### config.mk
export PLATFORM = sky130hd
export DESIGN_NAME = ymodem_packet_receiver
export DESIGN_NICKNAME = d
export VERILOG_FILES = /design/src/hdl/ymr_pkg.sv /design/src/hdl/ymr_crc.sv /design/src/hdl/ymodem_packet_receiver.sv
export SDC_FILE = /design/constraint.sdc
export NUM_CORES = 1
export LEC_CHECK = 0
export BUFFER_PORTS_ARGS = -buffer_cell sky130_fd_sc_hd__clkbuf_2
export CAP_MARGIN = 20
export CORE_MARGIN = 8
export CORE_UTILIZATION = 35
export DETAILED_ROUTE_END_ITERATION = 12
export GPL_TIMING_DRIVEN = 1
export HOLD_SLACK_MARGIN = 0.02
export PLACE_DENSITY_LB_ADDON = 0.1
export SLEW_MARGIN = 20
export SYNTH_ARGS = -nofsm -noshare
export SYNTH_HDL_FRONTEND = slang
export SYNTH_HIERARCHICAL = 1
export SYNTH_SLANG_ARGS = --single-unit
### constraint.sdc
create_clock -name aclk -period 5.5 [get_ports aclk]
set_input_delay 0.55 -clock aclk [delete_from_list [all_inputs] [get_ports aclk]]
set_output_delay 0.55 -clock aclk [all_outputs]
set_load 0.1 [all_outputs]
### src/hdl/ymr_pkg.sv
// ----------------------------------------------------------------------------
// ymr_pkg
// Types and constants shared by the YMODEM packet receiver modules.
// ----------------------------------------------------------------------------
package ymr_pkg;

    // request codes on the input channel
    localparam logic [1:0] REQ_BYTE        = 2'd0;
    localparam logic [1:0] REQ_TIMEOUT     = 2'd1;
    localparam logic [1:0] REQ_SESSION_END = 2'd2;

    // result kinds
    localparam logic [2:0] KIND_DATA   = 3'd0;
    localparam logic [2:0] KIND_GOOD   = 3'd1;
    localparam logic [2:0] KIND_EOT    = 3'd2;
    localparam logic [2:0] KIND_CANCEL = 3'd3;
    localparam logic [2:0] KIND_ABORT  = 3'd4;
    localparam logic [2:0] KIND_ERROR  = 3'd5;

    // control bytes
    localparam logic [7:0] CH_SOH      = 8'h01;
    localparam logic [7:0] CH_STX      = 8'h02;
    localparam logic [7:0] CH_EOT      = 8'h04;
    localparam logic [7:0] CH_CAN      = 8'h18;
    localparam logic [7:0] CH_ABORT_UC = 8'h41;
    localparam logic [7:0] CH_ABORT_LC = 8'h61;
    localparam logic [7:0] CH_IAC      = 8'hFF;
    localparam logic [7:0] CH_DO       = 8'hFD;
    localparam logic [7:0] CH_WILL     = 8'hFB;
    localparam logic [7:0] CH_BINARY   = 8'h00;

    localparam logic [15:0] CRC_POLY   = 16'h1021;
    localparam logic [10:0] SHORT_SIZE = 11'd128;
    localparam logic [10:0] LONG_SIZE  = 11'd1024;
    localparam logic [10:0] NEGO_LEN   = 11'd6;

    typedef enum logic [2:0] {
        PH_IDLE    = 3'd0,
        PH_CANWAIT = 3'd1,
        PH_NEGO    = 3'd2,
        PH_SEQ     = 3'd3,
        PH_SEQC    = 3'd4,
        PH_PAYLOAD = 3'd5,
        PH_TRAIL1  = 3'd6,
        PH_TRAIL2  = 3'd7
    } phase_t;

    typedef struct packed {
        logic [1:0] req_type;
        logic [7:0] rx_byte;
    } in_t;

    typedef struct packed {
        logic [2:0] kind;
        logic [7:0] data_byte;
        logic [9:0] byte_index;
        logic       long_packet;
        logic [7:0] block_number;
    } out_t;

    // telnet binary negotiation: IAC DO BINARY IAC WILL BINARY
    function automatic logic [7:0] nego_byte(input logic [2:0] idx);
        logic [7:0] val;
        unique case (idx)
            3'd0:    val = CH_IAC;
            3'd1:    val = CH_DO;
            3'd2:    val = CH_BINARY;
            3'd3:    val = CH_IAC;
            3'd4:    val = CH_WILL;
            3'd5:    val = CH_BINARY;
            default: val = CH_BINARY;
        endcase
        return val;
    endfunction

endpackage

### src/hdl/ymr_crc.sv
// ----------------------------------------------------------------------------
// ymr_crc
// CRC-16/XMODEM update by one byte, msb first.
// ----------------------------------------------------------------------------
module ymr_crc (
    input  logic [15:0] crc_in,
    input  logic [7:0]  data_in,
    output logic [15:0] crc_out
);

    always_comb begin
        logic [15:0] c;
        c = crc_in ^ {data_in, 8'h00};
        for (int k = 0; k < 8; k++) begin
            if (c[15]) begin
                c = {c[14:0], 1'b0} ^ ymr_pkg::CRC_POLY;
            end else begin
                c = {c[14:0], 1'b0};
            end
        end
        crc_out = c;
    end

endmodule

### src/hdl/ymodem_packet_receiver.sv
// ----------------------------------------------------------------------------
// ymodem_packet_receiver
// Deframes YMODEM packets from a byte stream with CRC16 or sum checking.
// ----------------------------------------------------------------------------
// Usage:
//   s_data carries one request per beat: a received byte, a receive timeout
//   or a session end. m_data carries at most one result per request: a
//   payload byte with its index, a packet verdict with the block number,
//   EOT, sender cancel, user abort or error.
//   cfg_wr_en/cfg_wr_data write use_crc (1 = two-byte CRC16 trailer,
//   0 = one-byte sum); write it only while the block is idle.
//   Each request is handled directly: the state update and the result
//   are computed from the request beat and land in the state registers and
//   the result register at the accepting edge, so a result shows on m_data
//   in the cycle after its request. One request is taken every cycle while
//   s_ready is high; the rate is set by the single result register.
//   When m_ready is low and a result is waiting, s_ready drops until the
//   result is taken; requests that give no result still need a free slot.
//   Reset returns to idle, clears telnet mode and use_crc, drops any result.
// ----------------------------------------------------------------------------
module ymodem_packet_receiver (
    input  logic              aclk,
    input  logic              aresetn,
    input  logic              cfg_wr_en,
    input  logic              cfg_wr_data,
    input  logic              s_valid,
    output logic              s_ready,
    input  ymr_pkg::in_t      s_data,
    output logic              m_valid,
    input  logic              m_ready,
    output ymr_pkg::out_t     m_data
);

    ymr_pkg::phase_t phase_reg, phase_next;
    logic [10:0] count_reg, count_next;
    logic        long_reg, long_next;
    logic [7:0]  seq_reg, seq_next;
    logic [7:0]  seqc_reg, seqc_next;
    logic [15:0] crc_reg, crc_next;
    logic [7:0]  sum_reg, sum_next;
    logic [7:0]  hold_reg, hold_next;
    logic        prev_ff_reg, prev_ff_next;
    logic        telnet_reg, telnet_next;
    logic        match_reg, match_next;
    logic        use_crc_reg;

    logic          out_valid_reg;
    ymr_pkg::out_t out_reg;
    logic          res_valid;
    ymr_pkg::out_t res;

    logic        s_accept;
    logic [7:0]  b;
    logic        is_ff;
    logic        in_body;
    logic        ff_drop;
    logic [10:0] count_inc;
    logic        nego_done;
    logic        nego_hit;
    logic        pay_last;
    logic [15:0] crc_upd;
    logic        seq_ok;
    logic        sum_ok;
    logic        crc_ok;

    assign s_ready  = !out_valid_reg || m_ready;
    assign s_accept = s_valid && s_ready;
    assign m_valid  = out_valid_reg;
    assign m_data   = out_reg;

    assign b         = s_data.rx_byte;
    assign is_ff     = (b == ymr_pkg::CH_IAC);
    assign in_body   = (phase_reg == ymr_pkg::PH_SEQ) || (phase_reg == ymr_pkg::PH_SEQC)
                    || (phase_reg == ymr_pkg::PH_PAYLOAD) || (phase_reg == ymr_pkg::PH_TRAIL1)
                    || (phase_reg == ymr_pkg::PH_TRAIL2);
    // second ff of a doubled pair inside a packet is swallowed in telnet mode
    assign ff_drop   = telnet_reg && prev_ff_reg && is_ff;
    assign count_inc = count_reg + 11'd1;
    assign nego_done = (count_inc >= ymr_pkg::NEGO_LEN);
    assign nego_hit  = (b == ymr_pkg::nego_byte(count_reg[2:0]));
    assign pay_last  = (count_inc >= (long_reg ? ymr_pkg::LONG_SIZE : ymr_pkg::SHORT_SIZE));
    assign seq_ok    = (seq_reg == ~seqc_reg);
    assign sum_ok    = (sum_reg == b);
    assign crc_ok    = (crc_reg == {hold_reg, b});

    ymr_crc u_crc (
        .crc_in  (crc_reg),
        .data_in (b),
        .crc_out (crc_upd)
    );

    // next state
    always_comb begin
        phase_next   = phase_reg;
        count_next   = count_reg;
        long_next    = long_reg;
        seq_next     = seq_reg;
        seqc_next    = seqc_reg;
        crc_next     = crc_reg;
        sum_next     = sum_reg;
        hold_next    = hold_reg;
        prev_ff_next = prev_ff_reg;
        telnet_next  = telnet_reg;
        match_next   = match_reg;
        if (s_accept) begin
            unique case (s_data.req_type)
                ymr_pkg::REQ_SESSION_END: begin
                    telnet_next  = 1'b0;
                    prev_ff_next = 1'b0;
                    phase_next   = ymr_pkg::PH_IDLE;
                end
                ymr_pkg::REQ_TIMEOUT: begin
                    phase_next = ymr_pkg::PH_IDLE;
                end
                ymr_pkg::REQ_BYTE: begin
                    if (in_body && telnet_reg) begin
                        prev_ff_next = ff_drop ? 1'b0 : is_ff;
                    end
                    unique case (phase_reg)
                        ymr_pkg::PH_IDLE: begin
                            if (b == ymr_pkg::CH_SOH || b == ymr_pkg::CH_STX) begin
                                long_next    = (b == ymr_pkg::CH_STX);
                                count_next   = '0;
                                crc_next     = '0;
                                sum_next     = '0;
                                prev_ff_next = 1'b0;
                                phase_next   = ymr_pkg::PH_SEQ;
                            end else if (b == ymr_pkg::CH_CAN) begin
                                phase_next = ymr_pkg::PH_CANWAIT;
                            end else if (is_ff) begin
                                count_next = 11'd1;
                                match_next = 1'b1;
                                phase_next = ymr_pkg::PH_NEGO;
                            end
                        end
                        ymr_pkg::PH_CANWAIT: begin
                            phase_next = ymr_pkg::PH_IDLE;
                        end
                        ymr_pkg::PH_NEGO: begin
                            if (nego_done) begin
                                if (match_reg && nego_hit) begin
                                    telnet_next = 1'b1;
                                end
                                match_next = 1'b1;
                                count_next = '0;
                                phase_next = ymr_pkg::PH_IDLE;
                            end else begin
                                match_next = match_reg && nego_hit;
                                count_next = count_inc;
                            end
                        end
                        ymr_pkg::PH_SEQ: begin
                            if (!ff_drop) begin
                                seq_next   = b;
                                phase_next = ymr_pkg::PH_SEQC;
                            end
                        end
                        ymr_pkg::PH_SEQC: begin
                            if (!ff_drop) begin
                                seqc_next  = b;
                                phase_next = ymr_pkg::PH_PAYLOAD;
                            end
                        end
                        ymr_pkg::PH_PAYLOAD: begin
                            if (!ff_drop) begin
                                crc_next   = crc_upd;
                                sum_next   = sum_reg + b;
                                count_next = count_inc;
                                if (pay_last) begin
                                    phase_next = ymr_pkg::PH_TRAIL1;
                                end
                            end
                        end
                        ymr_pkg::PH_TRAIL1: begin
                            if (!ff_drop) begin
                                if (use_crc_reg) begin
                                    hold_next  = b;
                                    phase_next = ymr_pkg::PH_TRAIL2;
                                end else begin
                                    phase_next = ymr_pkg::PH_IDLE;
                                end
                            end
                        end
                        ymr_pkg::PH_TRAIL2: begin
                            if (!ff_drop) begin
                                phase_next = ymr_pkg::PH_IDLE;
                            end
                        end
                    endcase
                end
                default: begin
                end
            endcase
        end
    end

    // result for the current request
    always_comb begin
        res_valid = 1'b0;
        res       = '0;
        unique case (s_data.req_type)
            ymr_pkg::REQ_TIMEOUT: begin
                res_valid = 1'b1;
                res.kind  = ymr_pkg::KIND_ERROR;
            end
            ymr_pkg::REQ_BYTE: begin
                unique case (phase_reg)
                    ymr_pkg::PH_IDLE: begin
                        if (b == ymr_pkg::CH_EOT) begin
                            res_valid = 1'b1;
                            res.kind  = ymr_pkg::KIND_EOT;
                        end else if (b == ymr_pkg::CH_ABORT_UC || b == ymr_pkg::CH_ABORT_LC) begin
                            res_valid = 1'b1;
                            res.kind  = ymr_pkg::KIND_ABORT;
                        end else if (!(b == ymr_pkg::CH_SOH || b == ymr_pkg::CH_STX
                                       || b == ymr_pkg::CH_CAN || is_ff)) begin
                            res_valid = 1'b1;
                            res.kind  = ymr_pkg::KIND_ERROR;
                        end
                    end
                    ymr_pkg::PH_CANWAIT: begin
                        res_valid = 1'b1;
                        res.kind  = (b == ymr_pkg::CH_CAN) ? ymr_pkg::KIND_CANCEL
                                                           : ymr_pkg::KIND_ERROR;
                    end
                    ymr_pkg::PH_NEGO: begin
                        if (nego_done) begin
                            res_valid = 1'b1;
                            res.kind  = ymr_pkg::KIND_ERROR;
                        end
                    end
                    ymr_pkg::PH_SEQ, ymr_pkg::PH_SEQC: begin
                    end
                    ymr_pkg::PH_PAYLOAD: begin
                        if (!ff_drop) begin
                            res_valid       = 1'b1;
                            res.kind        = ymr_pkg::KIND_DATA;
                            res.data_byte   = b;
                            res.byte_index  = count_reg[9:0];
                            res.long_packet = long_reg;
                        end
                    end
                    ymr_pkg::PH_TRAIL1, ymr_pkg::PH_TRAIL2: begin
                        // verdict on the last trailer byte
                        if (!ff_drop && (phase_reg == ymr_pkg::PH_TRAIL2 || !use_crc_reg)) begin
                            res_valid = 1'b1;
                            if (seq_ok
                                    && ((phase_reg == ymr_pkg::PH_TRAIL2) ? crc_ok : sum_ok)) begin
                                res.kind         = ymr_pkg::KIND_GOOD;
                                res.long_packet  = long_reg;
                                res.block_number = seq_reg;
                            end else begin
                                res.kind = ymr_pkg::KIND_ERROR;
                            end
                        end
                    end
                endcase
            end
            default: begin
            end
        endcase
    end

    always_ff @(posedge aclk) begin
        if (!aresetn) begin
            phase_reg     <= ymr_pkg::PH_IDLE;
            count_reg     <= '0;
            long_reg      <= 1'b0;
            seq_reg       <= '0;
            seqc_reg      <= '0;
            crc_reg       <= '0;
            sum_reg       <= '0;
            hold_reg      <= '0;
            prev_ff_reg   <= 1'b0;
            telnet_reg    <= 1'b0;
            match_reg     <= 1'b1;
            use_crc_reg   <= 1'b0;
            out_valid_reg <= 1'b0;
        end else begin
            phase_reg   <= phase_next;
            count_reg   <= count_next;
            long_reg    <= long_next;
            seq_reg     <= seq_next;
            seqc_reg    <= seqc_next;
            crc_reg     <= crc_next;
            sum_reg     <= sum_next;
            hold_reg    <= hold_next;
            prev_ff_reg <= prev_ff_next;
            telnet_reg  <= telnet_next;
            match_reg   <= match_next;
            if (cfg_wr_en) begin
                use_crc_reg <= cfg_wr_data;
            end
            if (s_accept) begin
                out_valid_reg <= res_valid;
            end else if (m_ready) begin
                out_valid_reg <= 1'b0;
            end
        end
    end

    // result payload, loaded only with a result beat
    always_ff @(posedge aclk) begin
        if (s_accept && res_valid) begin
            out_reg <= res;
        end
    end

endmodule
==> impl_metrics.json <==
{
  "viasPerCell": 5.361,
  "postCtsHoldBufs": 0,
  "nets": 639,
  "cp_cell_sequence": "ha_1, nand4_4, nor4_2, nor4_4, a31oi_1, nor2_1, a211oi_4, buf_4",
  "routedLengthMet1_um": 7625,
  "dr_wl_met2_um": 6475,
  "irDropWorstVdd_mv": 0.1397,
  "final.setup.tns_ns": 0,
  "routedWlPerCell_um": 18.24,
  "rsz0062_at_grt": "no",
  "crit_arrival_ns": 3.12,
  "setup_viol": 0,
  "drtIter0Drc": 423,
  "cpPeakStageDelay_ns": 0.56,
  "p_sw_share_pct": 27.27,
  "synth_edf_count": 30,
  "hold-worst-slack_ns": 0.4333,
  "grtUsageTotal_pct": 15.17,
  "die-area_sq_mm": 0.02068,
  "ys_seq_elements": 98,
  "drv_cap": 0,
  "p_seq_share_pct": 47.8,
  "largest_reg_flops": 30,
  "leakage_uw": 0.002257,
  "powerDensity_mw_per_mm2": 248.6,
  "coreArea_sq_mm": 0.01594,
  "cts_root_buf": "clkbuf_16",
  "synthDistinctLibCells": 79,
  "ys.flop_type": "dfxtp_1",
  "async_reset_ff_share_pct": 0,
  "status": "complete, no violations",
  "drc": 0,
  "place_congestion": 0.8268,
  "clock_path_buffers": 2,
  "rows": 46,
  "clkTransAtPathRegs_ns": 0.07,
  "endpoint": "m_data[5]",
  "drive_gt1_share_pct": 15.64,
  "synth_area_leaders": "dfxtp_1 24%, edfxtp_1 16%, mux2i_1 4.9%, nor2_1 4.7%, xnor2_1 4.4%",
  "htreeDepth": 3,
  "yosysWarnings": 6,
  "ant_nets": 0,
  "internal-power_uw": 1153,
  "critPathMaxFanout": 30,
  "initial_core_util_pct": 35.86,
  "yosys.cell_count.top_type": "nor2_1",
  "cp-startpoint": "count_reg[0]",
  "drv_slew": 0,
  "ios": 48,
  "fmax_mhz": 322.0,
  "yosys.area.top_type": "dfxtp_1",
  "min_path_type": "in2reg",
  "top_layer": "met4",
  "period_share_pct": 56.46,
  "cts_made_buffers": 9,
  "p_total_uw": 1585,
  "ys_top_cells_by_count": "72 x nor2_1, 68 x dfxtp_1, 30 x edfxtp_1",
  "required_ns": 5.51,
  "ys_seq_area_share_pct": 39.57,
  "slowest_stage": "dfxtp_1",
  "portBuffers": 47,
  "postCtsSetupBuffers": 0,
  "cp_num_buf_inv": 1,
  "grt_pass1_wl_um": 24020,
  "cts.repair.resized": 0,
  "power_frac_comb_pct": 11.8,
  "crit_family": "simple AND/OR/NAND/NOR gates",
  "critical_path_class": "reg2reg",
  "cp.depth": 8,
  "utilization_pct": 39.99,
  "die_h_um": 143.8,
  "slew_headroom_pct": 36.50,
  "hold_viol": 0,
  "reg2reg_to": "m_data[5]",
  "critPathLaunchType": "register",
  "route.met3.wl_um": 855,
  "diodes": 0,
  "period_minus_slack_ns": 3.105,
  "p_switching_uw": 432.1,
  "r2r_slack_ns": 2.39,
  "syn_area_sq_mm": 0.005717,
  "grt_remaining_overflow": 0,
  "clkLatencyLatePin_ns": 0.36,
  "routed_wl_um": 15140,
  "vias": 4450,
  "drt_pass1_iterations": 5,
  "antenna_found_initial": 0,
  "power.share.clock_pct": 40.4,
  "worst_pin_slew_ns": 0.9524,
  "yosysTopAreaCellShare_pct": 23.81,
  "cts_tree": "done",
  "syn_nets": 613,
  "grt_pass1_vias": 4359,
  "avgSynthCellArea_sq_um": 9.806,
  "area_delta_synth_final_pct": 11.53,
  "die-width_um": 143.8,
  "cp-end-kind": "register",
  "grt_max_degree": 58,
  "numClockSinks": 98,
  "r2r_start": "count_reg[0]",
  "reg2reg_depth": 8,
  "synthCells": 583,
  "hpwl_um": 10460,
  "clock_skew_ns": 0.01207
}
## area by class of cell
type,count,area [sq um]
Sequential cell,98,2262
Clock inverter,5,61.31
Inverter,14,52.55
Timing Repair Buffer,51,265.3
Clock buffer,11,232.7
Multi-Input combinational cell,435,3232
Fill cell,1602,9567
Tap cell,216,270.3
## through the flow
stage                     setup WS [ns]  cells  area [sq um]
after global routing              2.174    830          6376
after detailed placement          2.344    813          6075
after floorplan                  0.8979    583          5717
final                             2.395    830          6376
after global placement            2.407    813          6075
after CTS                         2.380    829          6369
## power by group through the flow
stage / clock, uW / combinational [uW] / sequential (uW)
after global routing: 689 / 198 / 758
after CTS: 667 / 188 / 757
after detailed placement: 0 / 188 / 774
final: 641 / 187 / 757
after floorplan: 0 / 73.7 / 847
after global placement: 0 / 187 / 773
## worst min path at each step
stage	start	end	slack (ns)	cells past startpoint
after floorplan	sum_reg[6]	sum_reg[6]	0.44	2
after global placement	sum_reg[6]	sum_reg[6]	0.45	2
after detailed placement	sum_reg[6]	sum_reg[6]	0.46	2
after CTS	cfg_wr_data	use_crc_reg	0.42	3
after global routing	cfg_wr_data	use_crc_reg	0.42	3
final	cfg_wr_data	use_crc_reg	0.43	3
## cells by family after synthesis
| kind of cell | share of synthesized area (%) |
|---|---|
| and+or+nand+nor | 21.69 |
| DFF | 39.57 |
| adders and majority gates | 3.196 |
| buffers and inverters | 4.115 |
| AOI/OAI and AO/OA | 14.38 |
| xor gates and xnor gates | 11.75 |
| muxes | 5.297 |
## metal layers
layer | GRT usage [%] | up-vias
met5 | 0 | -
li1 | - | 2174
met2 | 21.79 | 121
met4 | 4.815 | 0
met3 | 3.384 | 17
met1 | 21.88 | 2138
## worst min-delay path: stages
cell and delay, ns:
clkbuf_2 0.08, mux2i_1 0.05, nor2_1 0.07
## cells in the final DEF, fill, tap and decap left out, drive strengths merged, types with 3 or more instances in the layout
cell and n:
and2 25, nand3 16, nor3 21, o31ai 7
nor2b 4, nand2b 5, nand4b 3, or3 5
a21oi 20, dfxtp 68, nor2 72, inv 16
mux2i 28, a31oi 7, a22oi 22, nor4b 3
o211ai 5, xnor2 33, nor4 15, ha 13
xor3 4, edfxtp 30, a211oi 3, and3 3
o21a 3, o21ai 22, a21o 4, xor2 14
clkbuf 58, buf 4, xnor3 5, nand2 28
nand4 10
(Power assumes the default switching activity.)
